## src/design/edmf_pkg.sv

```systemverilog
// ----------------------------------------------------------------------------
// Echo distance median filter package
// Field widths, register indexes, register reset values and the
// fixed-point factor that converts echo width to distance.
// ----------------------------------------------------------------------------
package edmf_pkg;

	// Field widths
	localparam int WIDTH_W = 16;
	localparam int DIST_W  = 19;
	localparam int CNT_W   = 4;
	localparam int CFG_W   = 19;
	localparam int CFG_IDX_W = 3;

	// Width to distance: (width * 4496) >> 10, cm with 8 fraction bits
	localparam int DIST_MULT  = 4496;
	localparam int DIST_SHIFT = 10;
	localparam int PROD_W     = WIDTH_W + 13;

	// Register indexes
	typedef enum logic [CFG_IDX_W-1:0] {
		REG_SAMPLE_COUNT = 3'd0,
		REG_MIN_DISTANCE = 3'd1,
		REG_MAX_DISTANCE = 3'd2,
		REG_TIMEOUT_US   = 3'd3
	} cfg_reg_t;

	// Register reset values
	localparam logic [CNT_W-1:0]   RST_SAMPLE_COUNT = 4'd5;
	localparam logic [DIST_W-1:0]  RST_MIN_DISTANCE = 19'd512;
	localparam logic [DIST_W-1:0]  RST_MAX_DISTANCE = 19'd102400;
	localparam logic [WIDTH_W-1:0] RST_TIMEOUT_US   = 16'd30000;

endpackage

```

## src/design/echo_distance_median_filter_top.sv

```systemverilog
// Input stage, then result register: a ping accepted into the input stage moves on once the
// result register is free, and the reading that the ping closes is registered there.
// Throughput: one ping per cycle while readings are taken; a parallel compare-and-shift
// insertion takes a ping in one pass, and a reading held by the receiver stalls the input.
// Reset: clears the round counters and valid flags and loads the register defaults;
// the sorted list is not cleared, only entries written in the current round are read.
// ----------------------------------------------------------------------------
// Echo distance median filter, top level
// Converts echo widths to distances, keeps credible ones in a sorted list and
// gives the median once per round when most pings were good.
// ----------------------------------------------------------------------------
module echo_distance_median_filter_top
	import edmf_pkg::*;
#(
	parameter int MAX_SAMPLES = 9
) (
	input  logic                 clk,
	input  logic                 arst_n,
	// configuration write port
	input  logic                 cfg_we,
	input  logic [CFG_IDX_W-1:0] cfg_index,
	input  logic [CFG_W-1:0]     cfg_data,
	// ping channel
	input  logic                 in_valid,
	output logic                 in_ready,
	input  logic [WIDTH_W-1:0]   echo_width_us,
	// result channel
	output logic                 out_valid,
	input  logic                 out_ready,
	output logic                 reading_valid,
	output logic [DIST_W-1:0]    distance,
	output logic [CNT_W-1:0]     good_count
);

	localparam int IDX_W = (MAX_SAMPLES > 1) ? $clog2(MAX_SAMPLES) : 1;
	localparam logic [CNT_W-1:0] MAX_CNT = CNT_W'(MAX_SAMPLES);

	// Configuration registers
	logic [CNT_W-1:0]   sample_count_q;
	logic [DIST_W-1:0]  min_distance_q;
	logic [DIST_W-1:0]  max_distance_q;
	logic [WIDTH_W-1:0] timeout_us_q;

	// Round state
	logic [DIST_W-1:0]  sorted_q [MAX_SAMPLES];
	logic [CNT_W-1:0]   good_seen_q;
	logic [CNT_W-1:0]   pings_seen_q;

	// Input stage
	logic               v_s1;
	logic               good_s1;
	logic [DIST_W-1:0]  dist_s1;

	// Result register
	logic               out_valid_q;
	logic               reading_valid_q;
	logic [DIST_W-1:0]  distance_q;
	logic [CNT_W-1:0]   good_count_q;

	logic               in_fire;
	logic               adv;
	logic [PROD_W-1:0]  prod;
	logic [DIST_W-1:0]  dist_in;
	logic               good_in;
	logic               ins;
	logic [MAX_SAMPLES-1:0] gt;
	logic [MAX_SAMPLES-1:0] wr_en;
	logic [DIST_W-1:0]  sorted_nx [MAX_SAMPLES];
	logic [CNT_W-1:0]   good_nx;
	logic [CNT_W-1:0]   pings_nx;
	logic [CNT_W-1:0]   round_len;
	logic               round_end;
	logic               ok;
	logic [IDX_W-1:0]   med_idx;
	logic [CNT_W-1:0]   med_cnt;
	logic [CNT_W:0]     good_dbl;

	// Handshake: the input stage moves on whenever the result register is free
	assign adv      = v_s1 && (!out_valid_q || out_ready);
	assign in_ready = !v_s1 || adv;
	assign in_fire  = in_valid && in_ready;

	// Convert width to distance and classify on the way into the input stage
	assign prod    = PROD_W'(echo_width_us) * PROD_W'(DIST_MULT);
	assign dist_in = prod[DIST_SHIFT +: DIST_W];
	assign good_in = (echo_width_us != '0) && (echo_width_us <= timeout_us_q) &&
	                 (dist_in >= min_distance_q) && (dist_in <= max_distance_q);

	// Write configuration registers
	always_ff @(posedge clk or negedge arst_n) begin
		if (!arst_n) begin
			sample_count_q <= RST_SAMPLE_COUNT;
			min_distance_q <= RST_MIN_DISTANCE;
			max_distance_q <= RST_MAX_DISTANCE;
			timeout_us_q   <= RST_TIMEOUT_US;
		end else if (cfg_we) begin
			case (cfg_index)
				REG_SAMPLE_COUNT: sample_count_q <= cfg_data[CNT_W-1:0];
				REG_MIN_DISTANCE: min_distance_q <= cfg_data[DIST_W-1:0];
				REG_MAX_DISTANCE: max_distance_q <= cfg_data[DIST_W-1:0];
				REG_TIMEOUT_US:   timeout_us_q   <= cfg_data[WIDTH_W-1:0];
				default: ;
			endcase
		end
	end

	// Input stage valid
	always_ff @(posedge clk or negedge arst_n) begin
		if (!arst_n) begin
			v_s1 <= 1'b0;
		end else if (in_ready) begin
			v_s1 <= in_valid;
		end
	end

	// Input stage payload
	always_ff @(posedge clk) begin
		if (in_fire) begin
			good_s1 <= good_in;
			dist_s1 <= dist_in;
		end
	end

	// Parallel insertion: entries above the new value shift up one place
	assign ins = good_s1 && (good_seen_q < MAX_CNT);

	always_comb begin
		for (int i = 0; i < MAX_SAMPLES; i++) begin
			gt[i] = ins && (CNT_W'(i) < good_seen_q) && (sorted_q[i] > dist_s1);
		end
		for (int i = 0; i < MAX_SAMPLES; i++) begin
			wr_en[i] = ins && (CNT_W'(i) <= good_seen_q);
			if (i > 0 && gt[(i > 0) ? i - 1 : 0]) begin
				sorted_nx[i] = sorted_q[(i > 0) ? i - 1 : 0];
			end else if (gt[i] || (CNT_W'(i) == good_seen_q)) begin
				sorted_nx[i] = dist_s1;
			end else begin
				sorted_nx[i] = sorted_q[i];
			end
		end
	end

	// Round bookkeeping and result
	assign good_nx  = good_seen_q + CNT_W'(ins);
	assign pings_nx = pings_seen_q + CNT_W'(1);

	always_comb begin
		if (sample_count_q == '0) begin
			round_len = CNT_W'(1);
		end else if (sample_count_q > MAX_CNT) begin
			round_len = MAX_CNT;
		end else begin
			round_len = sample_count_q;
		end
	end

	assign round_end = pings_nx >= round_len;
	assign good_dbl  = {good_nx, 1'b0};
	assign ok        = (good_nx != '0) && (good_dbl > {1'b0, pings_nx});
	assign med_cnt   = good_nx >> 1;
	assign med_idx   = med_cnt[IDX_W-1:0];

	// Update the sorted list
	always_ff @(posedge clk) begin
		if (adv) begin
			for (int i = 0; i < MAX_SAMPLES; i++) begin
				if (wr_en[i]) begin
					sorted_q[i] <= sorted_nx[i];
				end
			end
		end
	end

	// Advance the round counters, clear them at the end of a round
	always_ff @(posedge clk or negedge arst_n) begin
		if (!arst_n) begin
			good_seen_q  <= '0;
			pings_seen_q <= '0;
		end else if (adv) begin
			if (round_end) begin
				good_seen_q  <= '0;
				pings_seen_q <= '0;
			end else begin
				good_seen_q  <= good_nx;
				pings_seen_q <= pings_nx;
			end
		end
	end

	// Result register valid
	always_ff @(posedge clk or negedge arst_n) begin
		if (!arst_n) begin
			out_valid_q <= 1'b0;
		end else if (adv && round_end) begin
			out_valid_q <= 1'b1;
		end else if (out_ready) begin
			out_valid_q <= 1'b0;
		end
	end

	// Result register payload
	always_ff @(posedge clk) begin
		if (adv && round_end) begin
			reading_valid_q <= ok;
			distance_q      <= ok ? sorted_nx[med_idx] : '0;
			good_count_q    <= good_nx;
		end
	end

	assign out_valid     = out_valid_q;
	assign reading_valid = reading_valid_q;
	assign distance      = distance_q;
	assign good_count    = good_count_q;

`ifndef SYNTHESIS
	// Good pings never outnumber pings in a round
	a_good_le_pings: assert property (@(posedge clk) disable iff (!arst_n)
		good_seen_q <= pings_seen_q)
		else $error("good count exceeds ping count");

	// A round end clears the counters
	a_round_clear: assert property (@(posedge clk) disable iff (!arst_n)
		adv && round_end |=> (pings_seen_q == '0) && (good_seen_q == '0))
		else $error("round counters not cleared");

	// A valid reading has at least one good ping
	a_valid_has_good: assert property (@(posedge clk) disable iff (!arst_n)
		out_valid_q && reading_valid_q |-> good_count_q != '0)
		else $error("valid reading without good pings");

	// An invalid reading reports zero distance
	a_invalid_zero: assert property (@(posedge clk) disable iff (!arst_n)
		out_valid_q && !reading_valid_q |-> distance_q == '0)
		else $error("invalid reading with nonzero distance");
`endif

endmodule
```

## config.mk

```make
export PLATFORM = sky130hd
export DESIGN_NAME = echo_distance_median_filter_top
export DESIGN_NICKNAME = d
export VERILOG_FILES = /design/src/design/edmf_pkg.sv /design/src/design/echo_distance_median_filter_top.sv
export SDC_FILE = /design/constraint.sdc
export NUM_CORES = 1
export LEC_CHECK = 0
export BUFFER_PORTS_ARGS = -buffer_cell sky130_fd_sc_hd__buf_2
export CORE_ASPECT_RATIO = 0.7
export CORE_MARGIN = 2
export CORE_UTILIZATION = 27
export CTS_BUF_LIST = sky130_fd_sc_hd__clkbuf_16
export CTS_CLUSTER_SIZE = 25
export DETAILED_ROUTE_END_ITERATION = 8
export GPL_TIMING_DRIVEN = 1
export PLACE_DENSITY = 0.5
export SKIP_LAST_GASP = 1
export SLEW_MARGIN = 20
export SYNTH_ARGS = -nofsm -noshare
export SYNTH_HDL_FRONTEND = slang
export SYNTH_SLANG_ARGS = --single-unit
export TNS_END_PERCENT = 1
```

## constraint.sdc

```tcl
create_clock -name clk -period 5.4 [get_ports clk]
set_clock_uncertainty 0.05 [all_clocks]
set_input_delay 1.08 -clock clk [delete_from_list [all_inputs] [get_ports clk]]
set_output_delay 1.08 -clock clk [all_outputs]
set_load 0.005 [all_outputs]
```

-- Word-level counts from Yosys, hierarchy flattened
Memory sizes are Yosys's and may differ from the RTL's.
Cells that the tools add are included.
- memory bits (writable): 171
- memories kept: 1
- output and inout bits: 26
- logic and storage cells: 175
- input bits: 43
- register bits: 112
- latch bits: 0
- ROM bits: 0
- memory list (name ; depth ; width ; rd ports ; clocked after memory_dff ; write ports ; line ; RTL):
    sorted_q ; 9 ; 19 ; 9 ; 0 ; 9 ; echo_distance_median_filter_top.sv:45 ; logic [DIST_W-1:0] sorted_q [MAX_SAMPLES];
- add/subtract/negate cells: 2
- divide/modulo/power cells: 0
- mux-type cells: 53
- eq/ne operators: 11
- reduce and logical (&&, ||, !) cells: 58
- multiply operators: 1
- shift-type cells: 0
- $lt $le $gt $ge: 35
- bitwise logic cells: 1
- operators by type and width (cell ; count):
    $mux W19 ; 19
    $gt A19 B19 Y1 ; 9
    $bmux W19 S4 ; 1
    $logic_and A1 B1 Y1 ; 35
    $mux W1 ; 29
    $mul A16 B9 Y25 const B ; 1
    $ge A19 B19 Y1 ; 1
    $le A19 B19 Y1 ; 1
    $eq A3 B4 Y1 const A ; 4
    $le A16 B16 Y1 ; 1
    $le A3 B4 Y1 const A ; 4
    $lt A3 B4 Y1 const A ; 4
    $mux W4 ; 4
    $reduce_bool A16 Y1 ; 1
    $logic_or A1 B1 Y1 ; 11
    $eq A2 B4 Y1 const A ; 2
    $le A1 B4 Y1 const A ; 2
    $le A2 B4 Y1 const A ; 2
    $logic_not A4 Y1 ; 2
    $lt A1 B4 Y1 const A ; 2
    $lt A2 B4 Y1 const A ; 2
    $reduce_and A2 Y1 ; 4
    $eq A3 B2 Y1 const B ; 2
    $ge A5 B5 Y1 const B ; 1
    16 further kinds ; 17

-- Longest topological paths before layout
Gate-level depths: netlist of run 1.
- depth after elaboration: 10
- mapped depth: 25
- mapped depth without buffers: 25

-- Worst setup path after synthesis of run 1
OpenSTA, ideal clock, no wires.
- path type: input to register
- start point: input echo_width_us[8]
- end point: register good_s1, data pin
- setup time: 0.176 ns
- path slack: -0.647 ns
- cell stages on the path: 23
- buffers on the path: 0
- data arrival time: 5.821 ns
- data required time: 5.174 ns
- path through: inv_1 ha_1 ha_1 fa_1 inv_1 fa_1 inv_1 ha_1 or3_1 o32ai_1 nor2_1 a211oi_1 a21oi_1 a21o_1 xor2_1 ha_1 nor2b_1 o21ai_0 o211ai_1 a21oi_1 o21ai_0 and3_1 nor4_1
- longest elaborated chain between the ends: 4
- elaborated cells between the ends (all ways): 8
- classes of those cells: mul (1); order compare (3); reduce/logical (4)
- RTL lines (element ; line ; RTL):
    start: declaration ; echo_distance_median_filter_top.sv:26 ; input logic [WIDTH_W-1:0] echo_width_us,
    $mul A16 B9 Y25 (*) ; echo_distance_median_filter_top.sv:84 ; assign prod = PROD_W'(echo_width_us) * PROD_W'(DIST_MULT);
    named net prod[23] ; echo_distance_median_filter_top.sv:62 ; logic [PROD_W-1:0] prod;
    $ge A19 B19 Y1 ; echo_distance_median_filter_top.sv:87 ; (dist_in >= min_distance_q) && (dist_in <= max_distance_q);
    $logic_and A1 B1 Y1 ; echo_distance_median_filter_top.sv:86 ; assign good_in = (echo_width_us != '0) && (echo_width_us <= timeout_us_q) &&
    $logic_and A1 B1 Y1 (*) ; echo_distance_median_filter_top.sv:87 ;
    named net good_in ; echo_distance_median_filter_top.sv:64 ; logic good_in;
    end signal: assignment ; echo_distance_median_filter_top.sv:119 ; good_s1 <= good_in;
    end: declaration ; echo_distance_median_filter_top.sv:51 ; logic good_s1;
Mark *: on every way through the listed nets, which the timed path passes. The rest lies on a longest branch.
A chain may end at the register's enable or synchronous reset.

-- Worst setup path after layout of run 1
- start point: input echo_width_us[5]
- end point: register good_s1, data pin
The elaborated chain is that of the path after synthesis.

==> metrics.csv, run 1 <==
metric;value;unit
per-cell routed wire length;20.9;um
final net count;2712;
initial antenna violation count;1;
final setup fails;1;
vias per inst;5.14;
Syn. warnings;0;
1st-iter DRT viols;1284;
relative slew slack;18.3;%
antenna diode count;0;
first-pass GRT wire length;109000;um
ys async rst share;25.8;%
CP max FO;5;
non-filler cells, final;3423;
max incr delay on CP;0.49;ns
vias in the first global route;17600;
DRC;0;
total clock sinks;264;
Required @ worst endpoint;5.63;ns
clock slew at reported path FFs;0.06;ns
core footprint;77200;sq um
TritonCTS clock tree;built;
Total Routing Usage GR;17.5;%
first-pass detailed-route iteration total;5;
vias;17600;
layout cells sized above 1;19.3;%
Syn Nets;2538;
power per standard cell area;463;nW/um^2
period utilization;101;%
Post-CTS Hold Buffers;0;
CTS Buf Count;34;
Rows;85;
Slew @ Worst Pin;1.22;ns
remaining antenna violation count;0;
Hold WS;0.458;ns
Clock Path Buffers;3;
hpwl dp;56300;um
wirelength, routed;71400;um
Root Buffer;clkbuf_16;
area delta synth->final;19.2;%
Crit Path Category;in -> reg;
sequence of cells on the critical path;buf_4 > inv_1 > ha_1 > ha_1 > ha_1 > inv_1 > fa_1 > inv_2 > ha_4 > o21a_4 > a2111oi_4 > nor3_2 > nor4b_2 > nor3_2 > or3_1 > a21oi_2 > xnor2_2 > buf_4 > ha_1 > o21a_1 > o21a_1 > o22ai_2 > nor4_2;
fin crit period;5.47;ns
CP max-delay cell;fa_1;
unrepaired setup endpoints after global routing;true;
largest net degree at the start of global routing;58;
critical path arrival;5.71;ns
die area;80600;sq um
library cells used by synthesis;78;
FF-to-FF setup slack;0.36;ns
Synth Instances;2181;
# IOs;69;
Die Wd;338;um
global route overflow;0;
Post-Synthesis Cell Area;21100;sq um
Hold WC Path Type;reg -> reg;
fill cell count;7956;
Seq cells post-synth;264;
Multi-input gate area;12700;sq um
EDFF count, synth;196;
final max-slew violation count;0;
post-synthesis sequential area ratio;36.0;%
RD Place Congestion;0.900;
setup slack after layout;-0.0730;ns
Initial Utilization;27.4;%
Leak;11.3;nW
worst skew pair latency;0.56;ns
startpoint types;input pin;
failing checks;setup timing;
Crit path top cell by count;ha_1;
sequential cell area;7600;sq um
outcome;complete, but fails checks;
placed insts;3361;
leading area contributor after synthesis;edfxtp_1;
Synth top area share;27.8;%
crit end category;register;
Max-cap violations;0;
Main synth FF type;edfxtp_1;
Port-buffer cells;68;
Peak VDD IR;0.216;mV
final hold violations;0;
die height;238;um
syn avg cell area;9.69;sq um
Max H-tree Level;2;
Synth area leaders;edfxtp_1 28%, ha_1 17%, dfrtp_1 6.5%;
fmax;183;MHz
==> cells in the final DEF (no fill, tap or decap), types with 14 or more instances in the layout <==
| cell type | netlist | final |
|---|---|---|
| nand3_1 | 22 | 22 |
| inv_1 | 210 | 208 |
| nor2_1 | 171 | 165 |
| o21a_1 | 25 | 24 |
| buf_4 | 9 | 172 |
| nand2_1 | 142 | 139 |
| a211oi_1 | 79 | 75 |
| or4_1 | 16 | 16 |
| fa_1 | 23 | 23 |
| ha_1 | 291 | 273 |
| dfrtp_1 | 55 | 55 |
| mux2i_1 | 110 | 110 |
| a211o_1 | 21 | 21 |
| ha_4 | 0 | 15 |
| o21ai_0 | 153 | 148 |
| clkbuf_16 | 0 | 35 |
| mux2_2 | 65 | 65 |
| o2111ai_1 | 14 | 14 |
| nand4_1 | 45 | 45 |
| a21o_1 | 43 | 43 |
| buf_2 | 24 | 64 |
| a21oi_1 | 198 | 192 |
| edfxtp_1 | 196 | 196 |
==> where the power goes <==
part / switching, W / internal, W
Combinational: 0.00365 / 0.00255
Sequential: 0.000333 / 0.00278
Clock: 0.000982 / 0.00137
==> what timing repair did <==
item	CTS	global route
setup buffers	0	1
gates cloned	0	0
setup endpoints to repair	1	1
resized for setup	3	22
pin swaps	0	20
==> critical path: cells and delay by family <==
kind                     cells  cell delay, ns
AO/OA/AOI/OAI                6            1.22
XOR/XNOR                     1            0.11
adder cells (fa/ha/maj)      6            1.85
buffers and inverters        5            0.41
AND/OR/NAND/NOR              5            1.04
==> Yosys cell counts, types with 10 or more instances <==
cell       number
nand4_1        45
nor2b_1        11
mux2i_1       110
edfxtp_1      196
or4_1          16
nand2b_1       13
nor3_1         16
ha_1          291
a21oi_1       198
dfrtp_1        55
nand3_1        22
a211oi_1       79
nor2_1        171
o21ai_0       153
and3_1         11
o2111ai_1      14
fa_1           23
a211o_1        21
clkbuf_1       53
inv_1         210
xnor2_1        10
buf_2          24
o21a_1         25
mux2_2         65
nand2_1       142
a21o_1         43
dfstp_2        13
==> through the flow <==
stage	TNS (ns)	setup slack, ns	cell area (sq um)	total power [W]	util [%]
after floorplan	-0.0478	-0.0478	21400	0.00666	-
after global placement	-0.624	-0.624	24000	0.00908	31.0
after detailed placement	-0.764	-0.764	24000	0.00919	31.0
after CTS	-0.0326	-0.0326	25100	0.0116	32.5
after global routing	-0.267	-0.267	25200	0.0125	32.6
final	-0.0730	-0.0730	25200	0.0117	32.6
==> area by class of cell <==
cell class / count / share of cell area, %
clock buffer: 35 / 3.48
clock inverter: 25 / 0.899
inverter: 211 / 3.20
multi-input combinational: 1602 / 50.3
sequential: 264 / 30.2
tap: 1044 / 5.19
timing repair buffer: 242 / 6.79
==> registers in the layout, summed over array words and instances (netlist names) <==
name and count:
sorted_q 152, max_distance_q 19, good_count 4, dist_s1 19, reading_valid 1, out_valid 1, distance 19, pings_seen_q 4
v_s1 1, min_distance_q 19, timeout_us_q 16, good_s1 1, good_seen_q 4, sample_count_q 4
==> metal layers <==
metal / up-vias / routed length, um / GRT usage (%)
met1: 8722 / 37500 / 27.1
met2: 438 / 29600 / 26.3
met3: 60 / 3410 / 1.74
met5: - / 0 / 0
li1: 8361 / - / -
met4: 0 / 899 / 3.34
==> path summary, 6_finish.rpt <==
path,cells past startpoint,start,to
max reg2reg,12,dist_s1[2],distance[9]
max,23,echo_width_us[5],good_s1
min in group asynchronous,1,arst_n,timeout_us_q[9]
min,2,pings_seen_q[3],pings_seen_q[3]
min reg2reg,2,pings_seen_q[3],pings_seen_q[3]
max in group asynchronous,2,arst_n,timeout_us_q[5]
==> cell families after synthesis <==
logic type / Yosys count / synth area share (%)
AO/OA/AOI/OAI: 607 / 17.9
AND/OR/NAND/NOR: 489 / 11.0
buffers and inverters: 315 / 6.31
adder cells (fa/ha/maj): 314 / 19.4
flip-flops: 264 / 36.0
multiplexers: 175 / 8.67
XOR/XNOR: 17 / 0.740
Note: power is estimated with default switching activity, not from simulation.
==> run 2: changes to the inputs <==
--- a/config.mk
+++ b/config.mk
@@ -13,7 +13,7 @@
 export CTS_CLUSTER_SIZE = 25
 export DETAILED_ROUTE_END_ITERATION = 8
 export GPL_TIMING_DRIVEN = 1
-export PLACE_DENSITY = 0.5
+export RECOVER_POWER = 50
 export SKIP_LAST_GASP = 1
 export SLEW_MARGIN = 20
 export SYNTH_ARGS = -nofsm -noshare
==> metrics.csv, run 2 (synthesis results as in run 1) <==
metric;value;unit
max reg flops;152;
Largest Register;sorted_q;
DRC;0;
CP max-delay cell;clkbuf_1;
relative slew slack;-132;%
antenna diode count;0;
Max-cap violations;8;
Initial Utilization;27.4;%
RD Place Congestion;0.897;
Root Buffer;clkbuf_16;
startpoint types;register;
first-pass GRT wire length;102000;um
met2 usage;23.0;%
Hold WC Path Type;in -> async;
CTS Buf Count;29;
met1 usage;25.8;%
Die Wd;338;um
Port-buffer cells;68;
power per standard cell area;456;nW/um^2
outcome;complete, but fails checks;
remaining antenna violation count;0;
wirelength, routed;66900;um
die area;80600;sq um
clock power share;19.0;%
Peak VDD IR;0.227;mV
setup slack after layout;-0.0312;ns
sequence of cells on the critical path;nor3_1 > o21a_1 > ha_1 > ha_1 > xnor2_2 > inv_2 > clkbuf_1 > and3_1 > o21ai_0 > a21o_1 > o2111ai_1 > or4_1;
commonest cells after routing, fill and taps aside;267 x ha_1, 201 x inv_1, 196 x edfxtp_1;
fmax;184;MHz
largest net degree at the start of global routing;76;
Int Power;0.00664;W
# IOs;69;
fin crit period;5.43;ns
Crit Path Category;reg -> reg;
Crit path max-delay family;simple AND/OR/NAND/NOR gates;
area delta synth->final;18.8;%
Sw Share;41.9;%
final net count;2708;
Slew @ Worst Pin;3.48;ns
period utilization;101;%
busiest grt layer;met1;
Crit path top cell by count;ha_1;
critical path arrival;5.76;ns
failing checks;capacitance limit, slew limit, setup timing;
first-pass detailed-route iteration total;5;
unrepaired setup endpoints after global routing;true;
Clock Path Buffers;3;
commonest non-fill, non-tap cell in the layout;ha_1;
crit end category;register;
final setup TNS;-0.0312;ns
Rows;85;
Leak;11.1;nW
die height;238;um
met3 Use GR;2.77;%
vias per inst;5.11;
1st-iter DRT viols;1880;
P_sw;0.00480;W
finished layout cell area;25100;sq um
per-cell routed wire length;19.6;um
initial antenna violation count;1;
core footprint;77200;sq um
DP Area;24000;sq um
final max-slew violation count;213;
vias in the first global route;16600;
hpwl dp;51700;um
fill cell count;7942;
Comb power frac;53.4;%
max incr delay on CP;1.26;ns
global route overflow;0;
worst skew pair latency;0.58;ns
Required @ worst endpoint;5.73;ns
vias;17500;
final hold violations;0;
Max H-tree Level;1;
Total Routing Usage GR;16.3;%
CP max FO;24;
total clock sinks;264;
TritonCTS clock tree;built;
Worst Path Buf+Inv;2;
final setup fails;1;
sequential power share;27.6;%
clock slew at reported path FFs;0.06;ns
layout cells sized above 1;18.1;%
==> run 2: repair_timing <==
action / CTS / global route
hold buffers: 0 / 0
gates resized for setup: 6 / 40
buffers inserted: 1 / 6
pin swaps: 2 / 36
endpoints found under the setup margin: 1 / 1
==> run 2: cell type report <==
cell class | instances | area, sq um | share of cell area [%]
Clock buffer | 35 | 876 | 3.49
Clock inverter | 18 | 146 | 0.583
Inverter | 211 | 807 | 3.21
Multi-Input combinational cell | 1602 | 12700 | 50.4
Sequential cell | 264 | 7600 | 30.3
Tap cell | 1044 | 1310 | 5.20
Timing Repair Buffer | 243 | 1730 | 6.87
==> run 2: final timing paths <==
check	startpoint	endpoint	cells after the start	slack [ns]
max in group asynchronous	arst_n	min_distance_q[14]	2	1.23
max	good_seen_q[2]	distance[2]	12	-0.03
min in group clk	timeout_us_q[1]	timeout_us_q[1]	1	0.46
min reg2reg	timeout_us_q[1]	timeout_us_q[1]	1	0.46
min	arst_n	v_s1	1	0.39
max reg2reg	good_seen_q[2]	distance[2]	12	-0.03
==> run 2: stage by stage <==
stage	cells	hold slack [ns]	total power, W	setup slack [ns]	util (%)
6_report	3417	0.390	0.0114	-0.0312	32.5
3_3_place_gp	3355	0.438	0.00900	-0.629	31.0
2_1_floorplan	2181	0.418	0.00666	-0.0478	-
4_1_cts	3409	0.251	0.0113	0.0108	32.4
3_5_place_dp	3355	0.445	0.00907	-0.736	31.0
5_1_grt	3417	0.423	0.0123	-0.186	32.5
==> run 2: worst reg2reg max path: stages, from the launching register on <==
cell and delay, ns:
dfrtp_1 0.39, nor3_1 0.78, o21a_1 0.27, ha_1 0.20, ha_1 0.23, xnor2_2 0.09
inv_2 0.09, clkbuf_1 1.26, and3_1 0.99, o21ai_0 0.22, a21o_1 0.21, o2111ai_1 0.13
or4_1 0.33
==> run 2: layer usage <==
metal  part of all wire (%)  vias up
met3                    8.3       60
met4                    1.4        0
li1                       -     8367
met5                      0        -
met2                     39      623
met1                     51     8401
==> run 2: power groups by stage <==
stage / Combinational, W / Clock [W] / Sequential [W]
after floorplan: 0.00368 / 0 / 0.00298
after global placement: 0.00581 / 0 / 0.00319
after detailed placement: 0.00588 / 0 / 0.00319
after CTS: 0.00596 / 0.00221 / 0.00316
after global routing: 0.00679 / 0.00229 / 0.00321
final: 0.00611 / 0.00217 / 0.00316
==> run 3: changes to the inputs <==
--- a/config.mk
+++ b/config.mk
@@ -8,7 +8,7 @@
 export BUFFER_PORTS_ARGS = -buffer_cell sky130_fd_sc_hd__buf_2
 export CORE_ASPECT_RATIO = 0.7
 export CORE_MARGIN = 2
-export CORE_UTILIZATION = 27
+export CORE_UTILIZATION = 25
 export CTS_BUF_LIST = sky130_fd_sc_hd__clkbuf_16
 export CTS_CLUSTER_SIZE = 25
 export DETAILED_ROUTE_END_ITERATION = 8
==> metrics.csv, run 3 (synthesis results as in run 1) <==
metric;value;unit
fin crit period;5.38;ns
Sw Share;42.6;%
finished layout cell area;25300;sq um
commonest non-fill, non-tap cell in the layout;ha_1;
crit end category;register;
Hold Path Stages;1;
Comb power frac;53.4;%
DP Area;24100;sq um
final max-slew violation count;194;
period utilization;99.6;%
Total Routing Usage GR;15.7;%
FF-to-FF setup slack;0.13;ns
worst skew pair latency;0.60;ns
outcome;complete, but fails checks;
Rows;89;
1st-iter DRT viols;1845;
worst slack, placed;-0.700;ns
first-pass detailed-route iteration total;5;
Post-CTS Hold Buffers;0;
Leak;11.1;nW
clock slew at reported path FFs;0.06;ns
layout cells sized above 1;18.6;%
Int Power;0.00661;W
FF-to-FF path depth;12;
WHS Endpoint;timeout_us_q[2];
clock power share;19.1;%
Root Buffer;clkbuf_16;
Port-buffer cells;68;
fmax;186;MHz
# IOs;69;
per-cell routed wire length;19.5;um
failing checks;capacitance limit, slew limit;
remaining antenna violation count;0;
Peak VDD IR;0.268;mV
hpwl dp;52500;um
Hold WS;0.458;ns
Crit Path Category;in -> reg;
Max-cap violations;6;
unrepaired setup endpoints after global routing;true;
Hold WC Path Type;reg -> reg;
global route overflow;0;
first-pass GRT wire length;104000;um
vias;17700;
DRC;0;
final net count;2705;
sequential cell area;7600;sq um
setup slack after layout;0.0233;ns
final hold violations;0;
max reg flops;152;
placed insts;3448;
Die Wd;352;um
CTS Buf Count;30;
final setup fails;0;
Multi-input gate area;12800;sq um
startpoint types;input pin;
vias in the first global route;16600;
Required @ worst endpoint;5.67;ns
TritonCTS clock tree;built;
Largest Register;sorted_q;
non-filler cells, final;3509;
vias per inst;5.04;
core footprint;84000;sq um
antenna diode count;0;
commonest cells after routing, fill and taps aside;262 x ha_1, 201 x inv_1, 196 x edfxtp_1;
wirelength, routed;68400;um
launching point of the worst reg2reg path;good_seen_q[2];
area delta synth->final;19.9;%
Clock Path Buffers;3;
RD Place Congestion;0.906;
total clock sinks;264;
die height;247;um
sequential power share;27.5;%
largest net degree at the start of global routing;76;
P_sw;0.00490;W
Initial Utilization;25.2;%
hold_sp;timeout_us_q[2];
relative slew slack;-121;%
fill cell count;8735;
power per standard cell area;454;nW/um^2
Max H-tree Level;1;
CP max FO;4;
initial antenna violation count;0;
die area;86900;sq um
critical path arrival;5.65;ns
Reg-to-Reg End;distance[2];
Slew @ Worst Pin;3.31;ns
==> run 3: cell count changes in the layout (fill, tap and decap cells not counted), moves of 3 or more <==
cell       delta
buf_6         -4
clkinv_1      -3
clkbuf_16     -4
a21oi_2       +4
ha_4          +5
inv_2         +7
buf_2         -5
a21oi_1       -4
ha_1          -5
nor2_2        +3
==> run 3: layout make-up <==
class	count	area share (%)
Multi-Input combinational cell	1602	50.4
Sequential cell	264	30.0
Timing Repair Buffer	239	6.81
Tap cell	1137	5.61
Inverter	211	3.18
Clock buffer	31	3.06
Clock inverter	25	0.948
==> run 3: worst max path at each step <==
stage                          to  depth (start not counted)             start  slack, ns
after floorplan           good_s1                         22  echo_width_us[9]      -0.05
after global placement    good_s1                         23  echo_width_us[9]      -0.66
after detailed placement  good_s1                         23  echo_width_us[9]      -0.70
after CTS                 good_s1                         23  echo_width_us[9]       0.01
after global routing      good_s1                         24  echo_width_us[7]      -0.17
final                     good_s1                         23  echo_width_us[8]       0.02
==> run 3: metrics by stage <==
| stage | TNS [ns] | utilization, % | total power [W] |
|---|---|---|---|
| 2_1_floorplan | -0.0478 | - | 0.00666 |
| 3_3_place_gp | -0.656 | 28.7 | 0.00902 |
| 3_5_place_dp | -0.700 | 28.7 | 0.00910 |
| 4_1_cts | 0 | 29.9 | 0.0114 |
| 5_1_grt | -0.357 | 30.2 | 0.0123 |
| 6_report | 0 | 30.2 | 0.0115 |
==> run 3: what timing repair did <==
action / CTS / global route
setup endpoints to repair: 1 / 1
pin swaps: 1 / 35
setup buffers: 0 / 3
resized for setup: 1 / 75
==> run 3: power by group through the flow <==
stage                     registers, W  logic (W)  clock network, W
after floorplan                0.00298    0.00368                 0
after detailed placement       0.00320    0.00591                 0
after global placement         0.00319    0.00583                 0
after global routing           0.00321    0.00681           0.00232
after CTS                      0.00316    0.00596           0.00224
final                          0.00316    0.00615           0.00220
==> run 3: critical path: stages <==
cell	delay, ns
buf_8	0.11
buf_4	0.14
ha_1	0.23
ha_4	0.23
fa_1	0.48
inv_1	0.06
fa_1	0.53
inv_1	0.06
ha_4	0.24
a21o_1	0.16
a21oi_2	0.14
nor2b_2	0.07
nor4b_4	0.34
buf_4	0.17
nor3_2	0.03
or3_1	0.34
a21oi_2	0.18
xnor2_2	0.15
ha_1	0.27
o21a_1	0.17
o21a_1	0.16
o22ai_1	0.20
nor4_2	0.08
==> run 3: metal layers <==
metal	routed length [um]	track usage (%)	share of wire, %
met1	34900	25.2	51
met2	26600	21.3	39
met3	5400	2.29	7.9
met4	1490	3.48	2.2
met5	0	0	0
